## src/rgb2i420_pkg.sv

```systemverilog
// Shared types, coefficients and helpers for the RGB565 to I420 converter.
package rgb2i420_pkg;

    localparam int CFG_W      = 12;
    localparam int CFG_IDX_W  = 2;
    localparam int ROW_W      = 11;
    localparam int COL_W      = 11;
    localparam int PIX_W      = 16;
    localparam int SUM_W      = 17;
    localparam int LOFF_W     = 22;
    localparam int COFF_W     = 23;
    localparam int PROD_W     = 24;

    localparam logic [CFG_W-1:0] MAX_WIDTH    = 12'd2048;
    localparam logic [CFG_W-1:0] MAX_HEIGHT   = 12'd2048;
    localparam logic [CFG_W-1:0] WIDTH_RESET  = 12'd320;
    localparam logic [CFG_W-1:0] HEIGHT_RESET = 12'd240;

    localparam logic [CFG_IDX_W-1:0] REG_IMAGE_WIDTH  = 2'd0;
    localparam logic [CFG_IDX_W-1:0] REG_IMAGE_HEIGHT = 2'd1;

    localparam logic [SUM_W-1:0] COEF_YR = 17'd66;
    localparam logic [SUM_W-1:0] COEF_YG = 17'd129;
    localparam logic [SUM_W-1:0] COEF_YB = 17'd25;
    localparam logic [SUM_W-1:0] COEF_UR = 17'd38;
    localparam logic [SUM_W-1:0] COEF_UG = 17'd74;
    localparam logic [SUM_W-1:0] COEF_UB = 17'd112;
    localparam logic [SUM_W-1:0] COEF_VR = 17'd112;
    localparam logic [SUM_W-1:0] COEF_VG = 17'd94;
    localparam logic [SUM_W-1:0] COEF_VB = 17'd18;
    localparam logic [SUM_W-1:0] Y_ROUND     = 17'd128;
    localparam logic [8:0]       Y_OFFSET    = 9'd16;
    // Rounding term plus the 128 offset moved ahead of the shift.
    localparam logic [SUM_W-1:0] CHROMA_BIAS = 17'd32896;

    typedef struct packed {
        logic [PIX_W-1:0] pixel;
        logic [ROW_W-1:0] pixel_row;
        logic [COL_W-1:0] pixel_column;
    } in_item_t;

    typedef struct packed {
        logic [7:0]        luma;
        logic [LOFF_W-1:0] luma_offset;
        logic              chroma_valid;
        logic [7:0]        blue_diff;
        logic [7:0]        red_diff;
        logic [COFF_W-1:0] blue_diff_offset;
        logic [COFF_W-1:0] red_diff_offset;
        logic              out_of_frame;
    } out_item_t;

    typedef struct packed {
        logic s1;
        logic s2;
        logic s3;
    } pipe_en_t;

    typedef struct packed {
        logic oof;
        logic chroma;
    } pix_flags_t;

    function automatic logic [7:0] clamp_byte(input logic [8:0] v);
        logic [7:0] res;
        res = v[8] ? 8'hff : v[7:0];
        return res;
    endfunction

endpackage

```

## src/rgb2i420_converter.sv

```systemverilog
// Top level of the RGB565 to planar I420 pixel converter.
//
//   Port group   Direction  Handshake          Carries
//   s_*          in         s_valid/s_ready    one RGB565 pixel with row and column
//   m_*          out        m_valid/m_ready    luma, chroma and plane offsets
//   cfg_*        in         cfg_wr_en          image width and height writes
//
// Every pixel passes three register stages, and one pixel can be taken on every
// clock while the result side does not stall the pipeline.
// Reset restores a 320 by 240 frame and empties the pipeline.
// A stall on the result side holds each stage only while the stage after it
// is full, so bubbles close up and input keeps flowing until the pipeline fills.
module rgb565_to_i420_converter (
    input  logic                                 aclk,
    input  logic                                 aresetn,
    input  logic                                 s_valid,
    output logic                                 s_ready,
    input  rgb2i420_pkg::in_item_t               s_data,
    output logic                                 m_valid,
    input  logic                                 m_ready,
    output rgb2i420_pkg::out_item_t              m_data,
    input  logic                                 cfg_wr_en,
    input  logic [rgb2i420_pkg::CFG_IDX_W-1:0]   cfg_index,
    input  logic [rgb2i420_pkg::CFG_W-1:0]       cfg_wdata
);
    import rgb2i420_pkg::*;

    logic [CFG_W-1:0] image_width_reg, image_width_next;
    logic [CFG_W-1:0] image_height_reg, image_height_next;
    pipe_en_t         en;
    pix_flags_t       flags_s2;

    always_comb begin
        image_width_next  = image_width_reg;
        image_height_next = image_height_reg;
        if (cfg_wr_en) begin
            unique case (cfg_index)
                REG_IMAGE_WIDTH:  image_width_next  = cfg_wdata;
                REG_IMAGE_HEIGHT: image_height_next = cfg_wdata;
                default: ;
            endcase
        end
    end

    always_ff @(posedge aclk) begin
        if (!aresetn) begin
            image_width_reg  <= WIDTH_RESET;
            image_height_reg <= HEIGHT_RESET;
        end else begin
            image_width_reg  <= image_width_next;
            image_height_reg <= image_height_next;
        end
    end

    rgb2i420_ctrl u_ctrl (
        .aclk    (aclk),
        .aresetn (aresetn),
        .s_valid (s_valid),
        .s_ready (s_ready),
        .m_valid (m_valid),
        .m_ready (m_ready),
        .en      (en)
    );

    rgb2i420_color u_color (
        .aclk      (aclk),
        .en        (en),
        .pixel     (s_data.pixel),
        .flags_s2  (flags_s2),
        .luma      (m_data.luma),
        .blue_diff (m_data.blue_diff),
        .red_diff  (m_data.red_diff)
    );

    rgb2i420_addr u_addr (
        .aclk             (aclk),
        .en               (en),
        .pixel_row        (s_data.pixel_row),
        .pixel_column     (s_data.pixel_column),
        .image_width      (image_width_reg),
        .image_height     (image_height_reg),
        .flags_s2         (flags_s2),
        .luma_offset      (m_data.luma_offset),
        .chroma_valid     (m_data.chroma_valid),
        .blue_diff_offset (m_data.blue_diff_offset),
        .red_diff_offset  (m_data.red_diff_offset),
        .out_of_frame     (m_data.out_of_frame)
    );

endmodule

```

## src/rgb2i420_ctrl.sv

```systemverilog
// Valid tracking and per-stage advance enables for the three-stage pipeline.
module rgb2i420_ctrl (
    input  logic                   aclk,
    input  logic                   aresetn,
    input  logic                   s_valid,
    output logic                   s_ready,
    output logic                   m_valid,
    input  logic                   m_ready,
    output rgb2i420_pkg::pipe_en_t en
);
    import rgb2i420_pkg::*;

    logic v1_reg, v2_reg, v3_reg;
    logic v1_next, v2_next, v3_next;

    always_comb begin
        en.s3   = !v3_reg || m_ready;
        en.s2   = !v2_reg || en.s3;
        en.s1   = !v1_reg || en.s2;
        v1_next = en.s1 ? s_valid : v1_reg;
        v2_next = en.s2 ? v1_reg  : v2_reg;
        v3_next = en.s3 ? v2_reg  : v3_reg;
    end

    always_ff @(posedge aclk) begin
        if (!aresetn) begin
            v1_reg <= 1'b0;
            v2_reg <= 1'b0;
            v3_reg <= 1'b0;
        end else begin
            v1_reg <= v1_next;
            v2_reg <= v2_next;
            v3_reg <= v3_next;
        end
    end

    assign s_ready = en.s1;
    assign m_valid = v3_reg;

endmodule

```

## src/rgb2i420_color.sv

```systemverilog
// Color pipeline: channel expansion, BT.601 sums, shift and clamp, zero masking.
module rgb2i420_color (
    input  logic                                aclk,
    input  rgb2i420_pkg::pipe_en_t              en,
    input  logic [rgb2i420_pkg::PIX_W-1:0]      pixel,
    input  rgb2i420_pkg::pix_flags_t            flags_s2,
    output logic [7:0]                          luma,
    output logic [7:0]                          blue_diff,
    output logic [7:0]                          red_diff
);
    import rgb2i420_pkg::*;

    logic [SUM_W-1:0] r, g, b;
    logic [SUM_W-1:0] y_sum_reg, u_sum_reg, v_sum_reg;
    logic [SUM_W-1:0] y_sum_next, u_sum_next, v_sum_next;
    logic [7:0] y_reg, u_reg, v_reg;
    logic [7:0] y_next, u_next, v_next;
    logic [7:0] luma_reg, blue_reg, red_reg;
    logic [7:0] luma_next, blue_next, red_next;

    always_comb begin
        r = SUM_W'({pixel[15:11], 3'b000});
        g = SUM_W'({pixel[10:5], 2'b00});
        b = SUM_W'({pixel[4:0], 3'b000});
        y_sum_next = COEF_YR * r + COEF_YG * g + COEF_YB * b + Y_ROUND;
        u_sum_next = COEF_UB * b + CHROMA_BIAS - COEF_UR * r - COEF_UG * g;
        v_sum_next = COEF_VR * r + CHROMA_BIAS - COEF_VG * g - COEF_VB * b;
    end

    always_comb begin
        y_next = clamp_byte(9'(y_sum_reg[16:8]) + Y_OFFSET);
        u_next = clamp_byte(u_sum_reg[16:8]);
        v_next = clamp_byte(v_sum_reg[16:8]);
    end

    always_comb begin
        luma_next = flags_s2.oof ? 8'd0 : y_reg;
        blue_next = (flags_s2.oof || !flags_s2.chroma) ? 8'd0 : u_reg;
        red_next  = (flags_s2.oof || !flags_s2.chroma) ? 8'd0 : v_reg;
    end

    always_ff @(posedge aclk) begin
        if (en.s1) begin
            y_sum_reg <= y_sum_next;
            u_sum_reg <= u_sum_next;
            v_sum_reg <= v_sum_next;
        end
        if (en.s2) begin
            y_reg <= y_next;
            u_reg <= u_next;
            v_reg <= v_next;
        end
        if (en.s3) begin
            luma_reg <= luma_next;
            blue_reg <= blue_next;
            red_reg  <= red_next;
        end
    end

    assign luma      = luma_reg;
    assign blue_diff = blue_reg;
    assign red_diff  = red_reg;

endmodule

```

## src/rgb2i420_addr.sv

```systemverilog
// Address pipeline: frame check, plane offsets and chroma site flags.
module rgb2i420_addr (
    input  logic                                aclk,
    input  rgb2i420_pkg::pipe_en_t              en,
    input  logic [rgb2i420_pkg::ROW_W-1:0]      pixel_row,
    input  logic [rgb2i420_pkg::COL_W-1:0]      pixel_column,
    input  logic [rgb2i420_pkg::CFG_W-1:0]      image_width,
    input  logic [rgb2i420_pkg::CFG_W-1:0]      image_height,
    output rgb2i420_pkg::pix_flags_t            flags_s2,
    output logic [rgb2i420_pkg::LOFF_W-1:0]     luma_offset,
    output logic                                chroma_valid,
    output logic [rgb2i420_pkg::COFF_W-1:0]     blue_diff_offset,
    output logic [rgb2i420_pkg::COFF_W-1:0]     red_diff_offset,
    output logic                                out_of_frame
);
    import rgb2i420_pkg::*;

    logic [CFG_W-1:0]  w, h;
    pix_flags_t        flags1_reg, flags1_next, flags2_reg;
    logic [PROD_W-1:0] row_w_reg, row_w_next;
    logic [PROD_W-1:0] lsize1_reg, lsize1_next;
    logic [PROD_W-1:0] cmul_reg, cmul_next;
    logic [COL_W-1:0]  col_reg;
    logic [LOFF_W-1:0] loff2_reg, loff2_next;
    logic [PROD_W-1:0] cidx2_reg, cidx2_next;
    logic [PROD_W-1:0] lsize2_reg;
    logic [PROD_W-1:0] vbase2_reg, vbase2_next;
    logic [LOFF_W-1:0] loff3_reg, loff3_next;
    logic [COFF_W-1:0] uoff3_reg, uoff3_next;
    logic [COFF_W-1:0] voff3_reg, voff3_next;
    logic              chroma3_reg, chroma3_next;
    logic              oof3_reg;

    always_comb begin
        w = (image_width > MAX_WIDTH) ? MAX_WIDTH : image_width;
        h = (image_height > MAX_HEIGHT) ? MAX_HEIGHT : image_height;
        flags1_next.oof    = (CFG_W'(pixel_row) >= h) || (CFG_W'(pixel_column) >= w);
        flags1_next.chroma = !pixel_row[0] && !pixel_column[0];
        row_w_next  = PROD_W'(pixel_row) * PROD_W'(w);
        lsize1_next = PROD_W'(w) * PROD_W'(h);
        cmul_next   = PROD_W'(pixel_row[ROW_W-1:1]) * PROD_W'(w[CFG_W-1:1]);
    end

    always_comb begin
        loff2_next  = LOFF_W'(row_w_reg + PROD_W'(col_reg));
        cidx2_next  = cmul_reg + PROD_W'(col_reg[COL_W-1:1]);
        vbase2_next = lsize1_reg + (lsize1_reg >> 2);
    end

    always_comb begin
        chroma3_next = !flags2_reg.oof && flags2_reg.chroma;
        loff3_next   = flags2_reg.oof ? '0 : loff2_reg;
        uoff3_next   = chroma3_next ? COFF_W'(lsize2_reg + cidx2_reg) : '0;
        voff3_next   = chroma3_next ? COFF_W'(vbase2_reg + cidx2_reg) : '0;
    end

    always_ff @(posedge aclk) begin
        if (en.s1) begin
            flags1_reg <= flags1_next;
            row_w_reg  <= row_w_next;
            lsize1_reg <= lsize1_next;
            cmul_reg   <= cmul_next;
            col_reg    <= pixel_column;
        end
        if (en.s2) begin
            flags2_reg <= flags1_reg;
            loff2_reg  <= loff2_next;
            cidx2_reg  <= cidx2_next;
            lsize2_reg <= lsize1_reg;
            vbase2_reg <= vbase2_next;
        end
        if (en.s3) begin
            loff3_reg   <= loff3_next;
            uoff3_reg   <= uoff3_next;
            voff3_reg   <= voff3_next;
            chroma3_reg <= chroma3_next;
            oof3_reg    <= flags2_reg.oof;
        end
    end

    assign flags_s2         = flags2_reg;
    assign luma_offset      = loff3_reg;
    assign chroma_valid     = chroma3_reg;
    assign blue_diff_offset = uoff3_reg;
    assign red_diff_offset  = voff3_reg;
    assign out_of_frame     = oof3_reg;

endmodule
```

## config.mk

```make
export PLATFORM = sky130hd
export DESIGN_NAME = rgb565_to_i420_converter
export DESIGN_NICKNAME = d
export VERILOG_FILES = /design/src/rgb2i420_pkg.sv /design/src/rgb2i420_converter.sv /design/src/rgb2i420_ctrl.sv /design/src/rgb2i420_color.sv /design/src/rgb2i420_addr.sv
export SDC_FILE = /design/constraint.sdc
export NUM_CORES = 1
export LEC_CHECK = 0
export ABC_AREA = 1
export ABC_CLOCK_PERIOD_IN_PS = 7000
export BUFFER_PORTS_ARGS = -buffer_cell sky130_fd_sc_hd__buf_2
export CORE_UTILIZATION = 40
export CTS_CLUSTER_SIZE = 40
export DETAILED_ROUTE_END_ITERATION = 10
export HOLD_SLACK_MARGIN = 0.12
export PLACE_DENSITY = 0.55
export SLEW_MARGIN = 20
export SYNTH_ARGS = -nofsm -noshare
export SYNTH_HDL_FRONTEND = slang
export SYNTH_SLANG_ARGS = --single-unit
```

## constraint.sdc

```tcl
create_clock -name aclk -period 7 [get_ports aclk]
set_input_delay 0.35 -clock aclk [delete_from_list [all_inputs] [get_ports aclk]]
set_output_delay 0.35 -clock aclk [all_outputs]
set_load 0.05 [all_outputs]
```

# Word level (Yosys, flattened, before mapping)
# Index checks and enable logic that the tools add are counted.
# totals
ff_bits,368
input_bits,57
output_inout_bits,96
elab_cells,82
# op_classes
add_sub_neg,15
mul,12
magnitude_cmp,4
eq_ne,1
mux,2
n_reduce_logical,17
# op_table
cell,count
adder 23 x 22 -> 23 bit,3
"adder 15 x 16 -> 17 bit, second input constant",2
subtractor 17 x 15 -> 17 bit,2
>= comparator 11 x 12 -> 1 bit,2
"greater-than comparator 12 bit, second input constant",2
multiplier 12 x 12 -> 24 bit,1
"multiplier 6 x 6 -> 12 bit, first input constant",2
2-to-1 mux 12 bit,2
adder 21 x 10 -> 22 bit,1
adder 22 x 11 -> 22 bit,1
multiplier 11 x 12 -> 22 bit,1
multiplier 10 x 11 -> 21 bit,1
"multiplier 5 x 5 -> 10 bit, first input constant",2
adder 15 x 16 -> 17 bit,1
adder 17 x 13 -> 17 bit,1
"adder 17 x 8 -> 17 bit, second input constant",1
subtractor 17 x 13 -> 17 bit,1
subtractor 17 x 14 -> 17 bit,1
"multiplier 3 x 5 -> 8 bit, first input constant",2
"multiplier 8 x 6 -> 14 bit, first input constant",1
"multiplier 6 x 5 -> 11 bit, first input constant",1
"adder 9 x 5 -> 9 bit, second input constant",1
"multiplier 4 x 5 -> 9 bit, first input constant",1
zero test 1 bit,7
5 further kinds,11

# Logic depth before layout (Yosys ltp)
# Gate-level depths: netlist (run 1).
# logic_depth
depth_word,4
depth_mapped,30
mapped_depth_nobuf,29

# Hierarchy
# A second synthesis (run 1) with hierarchy kept.
# unflattened
hier_cells,4241
area_unflattened_um2,34543.1
# modules_own_cells
module,instances,cells_each,area_per_inst_um2,seq_area_each_um2
rgb2i420_addr,1,3139,25243.0,7267.0
rgb2i420_color,1,942,8159.1,2252.2
rgb565_to_i420_converter,1,145,1018.5,480.5
rgb2i420_ctrl,1,15,122.6,60.1

# Worst setup path after synthesis (run 1)
# Ideal clock, no wire load.
# synth_timing
kind,flip-flop to flip-flop
startpoint,register u_ctrl.v3_reg (netlist: u_ctrl.m_valid)
endpoint,"register u_addr.cmul_reg[0], enable pin"
setup_time_ns,1.078
arrival_ns,5.107
required_time_ns,5.922
slack_ns,0.815
path_stages_with_launch,4
path_buffers,0
synth_period_minus_slack_ns,6.185
cell_sequence,dfxtp_1 > nand2_1 > nor2_1 > nand2_1
# synth_lines
item,line,rtl
"start, declared",rgb2i420_ctrl.sv:13,"logic v1_reg, v2_reg, v3_reg;"
"start signal, assigned",rgb2i420_ctrl.sv:33,v3_reg <= v3_next;
"end signal, assigned",rgb2i420_addr.sv:62,cmul_reg <= cmul_next;
"end, declared",rgb2i420_addr.sv:22,"logic [PROD_W-1:0] cmul_reg, cmul_next;"

# Final worst setup path (run 1)
# layout_timing
startpoint,register image_width_reg[7]
endpoint,register u_addr.cmul_reg[15] (data pin)
# layout_via
elab_chain_len,3
# layout_lines
item,line,rtl
"start, declared",rgb2i420_converter.sv:28,"logic [CFG_W-1:0] image_width_reg, image_width_next;"
"start signal, assigned",rgb2i420_converter.sv:50,image_width_reg <= image_width_next;
greater-than comparator 12 bit,rgb2i420_addr.sv:35,w = (image_width > MAX_WIDTH) ? MAX_WIDTH : image_width;
2-to-1 mux 12 bit (*),rgb2i420_addr.sv:35,
multiplier 10 x 11 -> 21 bit (*),rgb2i420_addr.sv:41,cmul_next = PROD_W'(pixel_row[ROW_W-1:1]) * PROD_W'(w[CFG_W-1:1]);
net u_addr.cmul_next[15],rgb2i420_addr.sv:22,
# The timed path passes the listed nets; every way through them passes the cells marked *.
# A chain may end at the register's enable or synchronous reset.

==> results of run 1 <==
==> cells in the mapped netlist (2+ instances only) <==
library cell / count
nand3b_1: 16
dfxtp_1: 27
a21boi_1: 2
fa_1: 257
clkinv_1: 7
xor2_1: 83
a21o_1: 18
nor4_1: 5
inv_1: 838
or2_2: 23
buf_4: 11
nor2_1: 423
ha_1: 424
buf_1: 4
nand3_1: 161
o211ai_1: 8
clkbuf_1: 16
inv_2: 2
o21ai_0: 96
edfxtp_1: 317
o21ai_2: 4
xnor2_1: 38
a21oi_1: 216
nor3_1: 21
a21boi_0: 3
o21a_1: 5
nand2_2: 9
nand4_1: 49
buf_2: 14
nand2_1: 961
and2_1: 5
o21bai_1: 14
a31oi_1: 7
==> final cells by class <==
class / instances / area (sq um) / area share [%]
repair buffers: 188 / 1090 / 2.89
clock inverters: 29 / 329 / 0.876
diodes: 2 / 5.00 / 0.0133
clock buffers: 44 / 1060 / 2.82
inverters: 848 / 3190 / 8.49
flip-flops and latches: 344 / 10100 / 26.8
well taps: 1134 / 1420 / 3.78
multi-input cells: 2856 / 20400 / 54.3
==> layer usage <==
metal | track usage, % | vias to the layer above
met2 | 33.6 | 575
met5 | 0 | -
li1 | - | 13300
met3 | 2.61 | 106
met4 | 4.99 | 4
met1 | 30.3 | 12300
==> worst max-delay path: stages (launching register included) <==
cell	delay, ns
dfxtp_1	0.32
inv_1	0.07
nand4_1	0.09
nor2_1	0.11
nand2_1	0.09
nand2_4	0.13
nand2_1	0.32
inv_2	0.37
nand2_1	0.13
fa_1	0.55
inv_1	0.05
fa_1	0.55
inv_1	0.07
fa_1	0.48
inv_1	0.06
fa_1	0.53
inv_1	0.05
fa_1	0.53
inv_1	0.04
ha_1	0.37
a21o_1	0.21
a21boi_0	0.17
nand3_1	0.18
nand2_1	0.12
nand2_1	0.05
nand2_1	0.06
nand2_1	0.05
==> power groups by stage <==
| stage | Combinational (mW) | Sequential (mW) | Clock [mW] |
|---|---|---|---|
| after floorplan | 5.38 | 3.55 | 0 |
| after global routing | 8.60 | 3.53 | 2.34 |
| after detailed placement | 7.47 | 3.53 | 0 |
| final | 7.55 | 3.47 | 2.21 |
| after CTS | 7.54 | 3.49 | 2.28 |
| after global placement | 7.48 | 3.52 | 0 |
==> path summary, 6_finish.rpt <==
| path | endpoint | slack (ns) | cells past startpoint |
|---|---|---|---|
| hold reg to reg | u_addr.flags_s2[0] | 0.42 | 0 |
| setup reg to reg | u_addr.cmul_reg[15] | 1.01 | 26 |
| hold / removal | image_height_reg[1] | 0.15 | 3 |
| setup / recovery | u_addr.cmul_reg[15] | 1.01 | 26 |
==> metrics by stage <==
step,std cells,hold WS (ns)
after floorplan,4094,0.400
after global placement,5348,0.403
after detailed placement,5348,0.406
after CTS,5443,0.124
after global routing,5443,0.121
final,5445,0.146
==> cell families (layout without fill, tap and decap cells) <==
kind of cell	after synthesis	after routing	share of synthesized area, %
DFF	344	344	29.7
AOI/OAI and AO/OA	378	378	6.07
and+or+nand+nor	1676	1676	20.2
adders and majority gates	681	681	30.8
xor gates and xnor gates	121	121	3.13
buffers and inverters	894	1109	10.1
other	0	2	0
==> timing repair <==
| item | in CTS | in global routing |
|---|---|---|
| setup buffers | 0 | 0 |
| setup endpoints to repair | 0 | 0 |
| hold buffers | 22 | 0 |
| hold endpoints to repair | 24 | 0 |
==> layout by cell type (no fill, tap or decap), drive strengths merged, types with 23 or more instances in the layout <==
master    n
inv     845
clkinv   24
nand2   971
nand4    49
xor2     83
nor2    424
nand3   161
o21ai   101
ha      424
fa      257
xnor2    38
edfxtp  317
clkbuf   44
a21oi   216
buf     166
dfxtp    27
or2      23
==> impl_metrics.yaml, run 1 <==
clocking:
  clk_pin_slew_worst_paths_ns: 0.06
  cts.path.max_buffers: 3
  root_buffer: "clkbuf_16"
  cts_repair_resize_count: 0
  cts_tree: "built"
  cts_buffers: 41
  cts.sinks: 344
  clock_latency_ns: 0.58
  htreeDepth: 2
synthesis:
  syn_inst: 4094
  synth_nets: 4832
  synth-async-reset-ratio_pct: 0
  ys_warn_count: 0
  synth.top_cell.area_share_pct: 28.1
  netlist_area_sq_um: 33900
  yosysSeqAreaShare_pct: 29.7
  netlist-cell-type-count: 43
  synth_area_leaders: "edfxtp_1 (28%), ha_1 (16%), fa_1 (15%)"
  postSynthAreaPerCell_sq_um: 8.28
  synth-main-ff-cell: "edfxtp_1"
  ys_ff_latch: 344
  yosys.area.top_type: "edfxtp_1"
  synth_edf_count: 317
setup_path:
  setup.worst_path.class: "flip-flop to flip-flop"
  end_kind: "flip-flop"
  start_kind: "flip-flop"
  setup.worst_path.start: "image_width_reg[7]"
  r2r-start: "image_width_reg[7]"
  crit_path_max_fanout: 13
  arrival_ns: 6.31
  worstPathRequired_ns: 7.32
power_and_ir_drop:
  total_power_mw: 13.2
  powerDensity_nw_per_um2: 352
  p_int_mw: 7.03
  seqPwrFrac_pct: 26.2
  vdd_ir_drop_max_mv: 0.189
  p_leak_nw: 20.1
  power.switching_mw: 6.20
  p_comb_share_pct: 57.1
  p_clk_share_pct: 16.7
  netSwitchingFraction_pct: 46.9
detailed_routing:
  wl_per_cell_um: 16.4
  drt_iter0_drc: 1515
  totalWireLength_um: 89200
  wl_met3_um: 4070
  drc_errors: 0
  drt_first_pass_iters: 5
  drt-met1-wl_um: 43500
  routed_via_density: 4.83
  vias: 26300
  drt.antenna.violating_nets: 0
  wl_met2_um: 39600
  highest_layer: "met5"
floorplan:
  initial_core_util_pct: 40.5
  die_h_um: 293
  core_sq_um: 83700
  die-area_sq_um: 85900
  rows: 106
  io_pins: 153
  die_x_um: 293
layout:
  finish.net_count: 5017
  drive_gt1_share_pct: 6.45
  fin_area_sq_um: 37600
  fin_util_pct: 44.9
  num-fill-cells: 8466
  largest_reg_flops: 24
  area_growth_pct: 10.9
global_route:
  grt_pass1_vias: 25700
  overflow: 0
  antenna_found_initial: 3
  grt_max_degree: 72
  grt_usage_pct: 21.1
  grt_pass1_wl_um: 142000
hold_path:
  hp-start: "cfg_wdata[1]"
  hold_path.class: "primary input to flip-flop"
timing:
  fin_ws_ns: 1.01
  fmax_mhz: 167
  worst_pin_slew_ns: 1.01
  fin_skew_ns: 0.0254
  layout_min_cycle_time_ns: 5.99
  drv_slew: 0
  slew_headroom_pct: 32.2
  setup_viol: 0
  rsz0062_at_grt: "no"
  fin_setup_tns_ns: 0
  hold_violations: 0
  post-route-period-util_pct: 85.6
placement:
  dp_hpwl_um: 74600
  dpl_worst_slack_ns: 1.02
  place.gp.congestion: 0.929
  port_buffers: 152
  place_area_sq_um: 35900
flow_run:
  maxCapViolCount: 0
run_status:
  status: "completed"
Note: power is estimated with default switching activity, not from simulation.
==> run 2: changes to the inputs <==
--- a/config.mk
+++ b/config.mk
@@ -10,3 +10,4 @@
 export BUFFER_PORTS_ARGS = -buffer_cell sky130_fd_sc_hd__buf_2
-export CORE_UTILIZATION = 40
+export CORE_UTILIZATION = 50
+export CTS_CLUSTER_DIAMETER = 50
 export CTS_CLUSTER_SIZE = 40
@@ -14,3 +15,3 @@
 export HOLD_SLACK_MARGIN = 0.12
-export PLACE_DENSITY = 0.55
+export PLACE_DENSITY = 0.66
 export SLEW_MARGIN = 20
--- a/constraint.sdc
+++ b/constraint.sdc
@@ -3,2 +3,2 @@
 set_output_delay 0.35 -clock aclk [all_outputs]
-set_load 0.05 [all_outputs]
+set_load 0.005 [all_outputs]
==> impl_metrics.yaml, run 2 (synthesized netlist as in run 1, its figures left out) <==
power_and_ir_drop:
  powerDensity_nw_per_um2: 348
  p_leak_nw: 20.1
  vdd_ir_drop_max_mv: 0.316
floorplan:
  rows: 95
  die_x_um: 262
  core_sq_um: 67200
  die-area_sq_um: 68800
  io_pins: 153
  initial_core_util_pct: 50.4
  die_h_um: 262
placement:
  port_buffers: 152
  dp_hpwl_um: 68500
  dpl_worst_slack_ns: 0.959
  place.gp.congestion: 0.947
clocking:
  cts.path.max_buffers: 3
  root_buffer: "clkbuf_16"
  cts_tree: "built"
  cts.sinks: 344
  cts_repair_resize_count: 0
  hold_buffers: 26
  cts_buffers: 43
  htreeDepth: 2
  post_cts_buffers: 0
  clk_pin_slew_worst_paths_ns: 0.07
  clock_latency_ns: 0.58
detailed_routing:
  drc_errors: 0
  drt-met1-wl_um: 37600
  drt_first_pass_iters: 6
  drt.antenna.violating_nets: 0
  drt_iter0_drc: 2122
  highest_layer: "met5"
  wl_met3_um: 5350
  totalWireLength_um: 82700
  routed_via_density: 5.14
  wl_met2_um: 37200
  wl_per_cell_um: 15.9
  vias: 26700
setup_path:
  end_kind: "flip-flop"
  reg2reg_depth: 26
  rr_endpoint: "u_addr.cmul_reg[19]"
  start_kind: "flip-flop"
  crit_path_max_fanout: 13
  arrival_ns: 6.43
  r2r_setup_slack_ns: 0.90
  r2r-start: "image_width_reg[7]"
  setup.worst_path.class: "flip-flop to flip-flop"
  worstPathRequired_ns: 7.33
timing:
  fin_skew_ns: 0.0275
  timing.hold.ws_ns: 0.156
  fin_setup_tns_ns: 0
  hold_violations: 0
  setup_viol: 0
  rsz0062_at_grt: "no"
  drv_slew: 0
  fmax_mhz: 164
  slew_headroom_pct: 30.2
  worst_pin_slew_ns: 1.04
  post-route-period-util_pct: 87.1
  layout_min_cycle_time_ns: 6.10
  fin_ws_ns: 0.903
hold_path:
  whs_endpoint: "image_height_reg[11]"
  hold_path.class: "primary input to flip-flop"
  hold_depth: 3
  hp-start: "cfg_wdata[11]"
layout:
  insertedDiodeCount: 0
  layout_common_cells: "nand2_1 (959), inv_1 (838), ha_1 (424), nor2_1 (422), edfxtp_1 (317)"
  finish.net_count: 5020
  layout_commonest_cell: "nand2_1"
  area_growth_pct: 10.3
  drive_gt1_share_pct: 6.63
  largest_reg_flops: 24
global_route:
  grt_pass1_wl_um: 133000
  grt_usage_pct: 24.2
  antenna_found_initial: 5
  grt_pass1_vias: 25400
  overflow: 0
  grt_max_degree: 80
flow_run:
  maxCapViolCount: 0
run_status:
  status: "completed"
[run 2: report_power, final]
group / internal [mW] / switching [mW] / total, mW
Sequential: 3.13 / 0.333 / 3.46
Combinational: 2.59 / 4.63 / 7.23
Clock: 1.28 / 1.03 / 2.31
Total: 7.00 / 5.99 / 13.0
[run 2: routing by layer]
metal  global-route usage (%)  vias to the layer above
met5                        0                        -
met4                     7.44                       14
met3                     3.28                      155
met2                     38.9                      801
met1                     34.0                    12400
li1                         -                    13300
[run 2: layout make-up]
cell class | count | area [sq um]
Clock buffer | 44 | 1080
Clock inverter | 35 | 444
Fill cell | 6148 | 29800
Inverter | 848 | 3190
Multi-Input combinational cell | 2856 | 20400
Sequential cell | 344 | 10100
Tap cell | 873 | 1090
Timing Repair Buffer | 189 | 1100
[run 2: per-stage QoR]
| step | area, sq um | instances | utilization, % | power [mW] |
|---|---|---|---|---|
| after CTS | 37400 | 5189 | 55.7 | 13.0 |
| after detailed placement | 35600 | 5084 | 53.0 | 10.6 |
| final | 37400 | 5189 | 55.7 | 13.0 |
| after floorplan | 33900 | 4094 | - | 8.73 |
| after global routing | 37400 | 5189 | 55.7 | 14.2 |
| after global placement | 35600 | 5084 | 53.0 | 10.6 |
[run 2: worst max-delay path by stage]
stage	startpoint	to	slack, ns	cells after the start
global placement	image_width_reg[7]	u_addr.lsize1_reg[19]	1.10	24
floorplan	m_ready	u_addr.cmul_reg[0]	1.47	4
detailed placement	image_width_reg[7]	u_addr.lsize1_reg[19]	0.96	24
finish	image_width_reg[7]	u_addr.cmul_reg[19]	0.90	26
CTS	image_width_reg[7]	u_addr.cmul_reg[19]	0.92	26
global route	image_width_reg[7]	u_addr.cmul_reg[19]	0.51	26
[run 2: critical path, stage by stage (launching register included)]
cell	delay [ns]
dfxtp_1	0.31
inv_1	0.07
nand4_1	0.11
nor2_1	0.12
nand2_1	0.09
nand2_4	0.13
nand2_1	0.35
inv_2	0.37
nand2_1	0.13
fa_1	0.55
inv_1	0.05
fa_1	0.55
inv_1	0.06
fa_1	0.47
inv_1	0.05
fa_1	0.53
inv_1	0.06
fa_1	0.52
inv_1	0.04
ha_1	0.36
a21o_1	0.20
a21boi_0	0.18
nand3_1	0.21
nand2_1	0.14
nand2_1	0.06
nand2_1	0.06
nand2_1	0.04
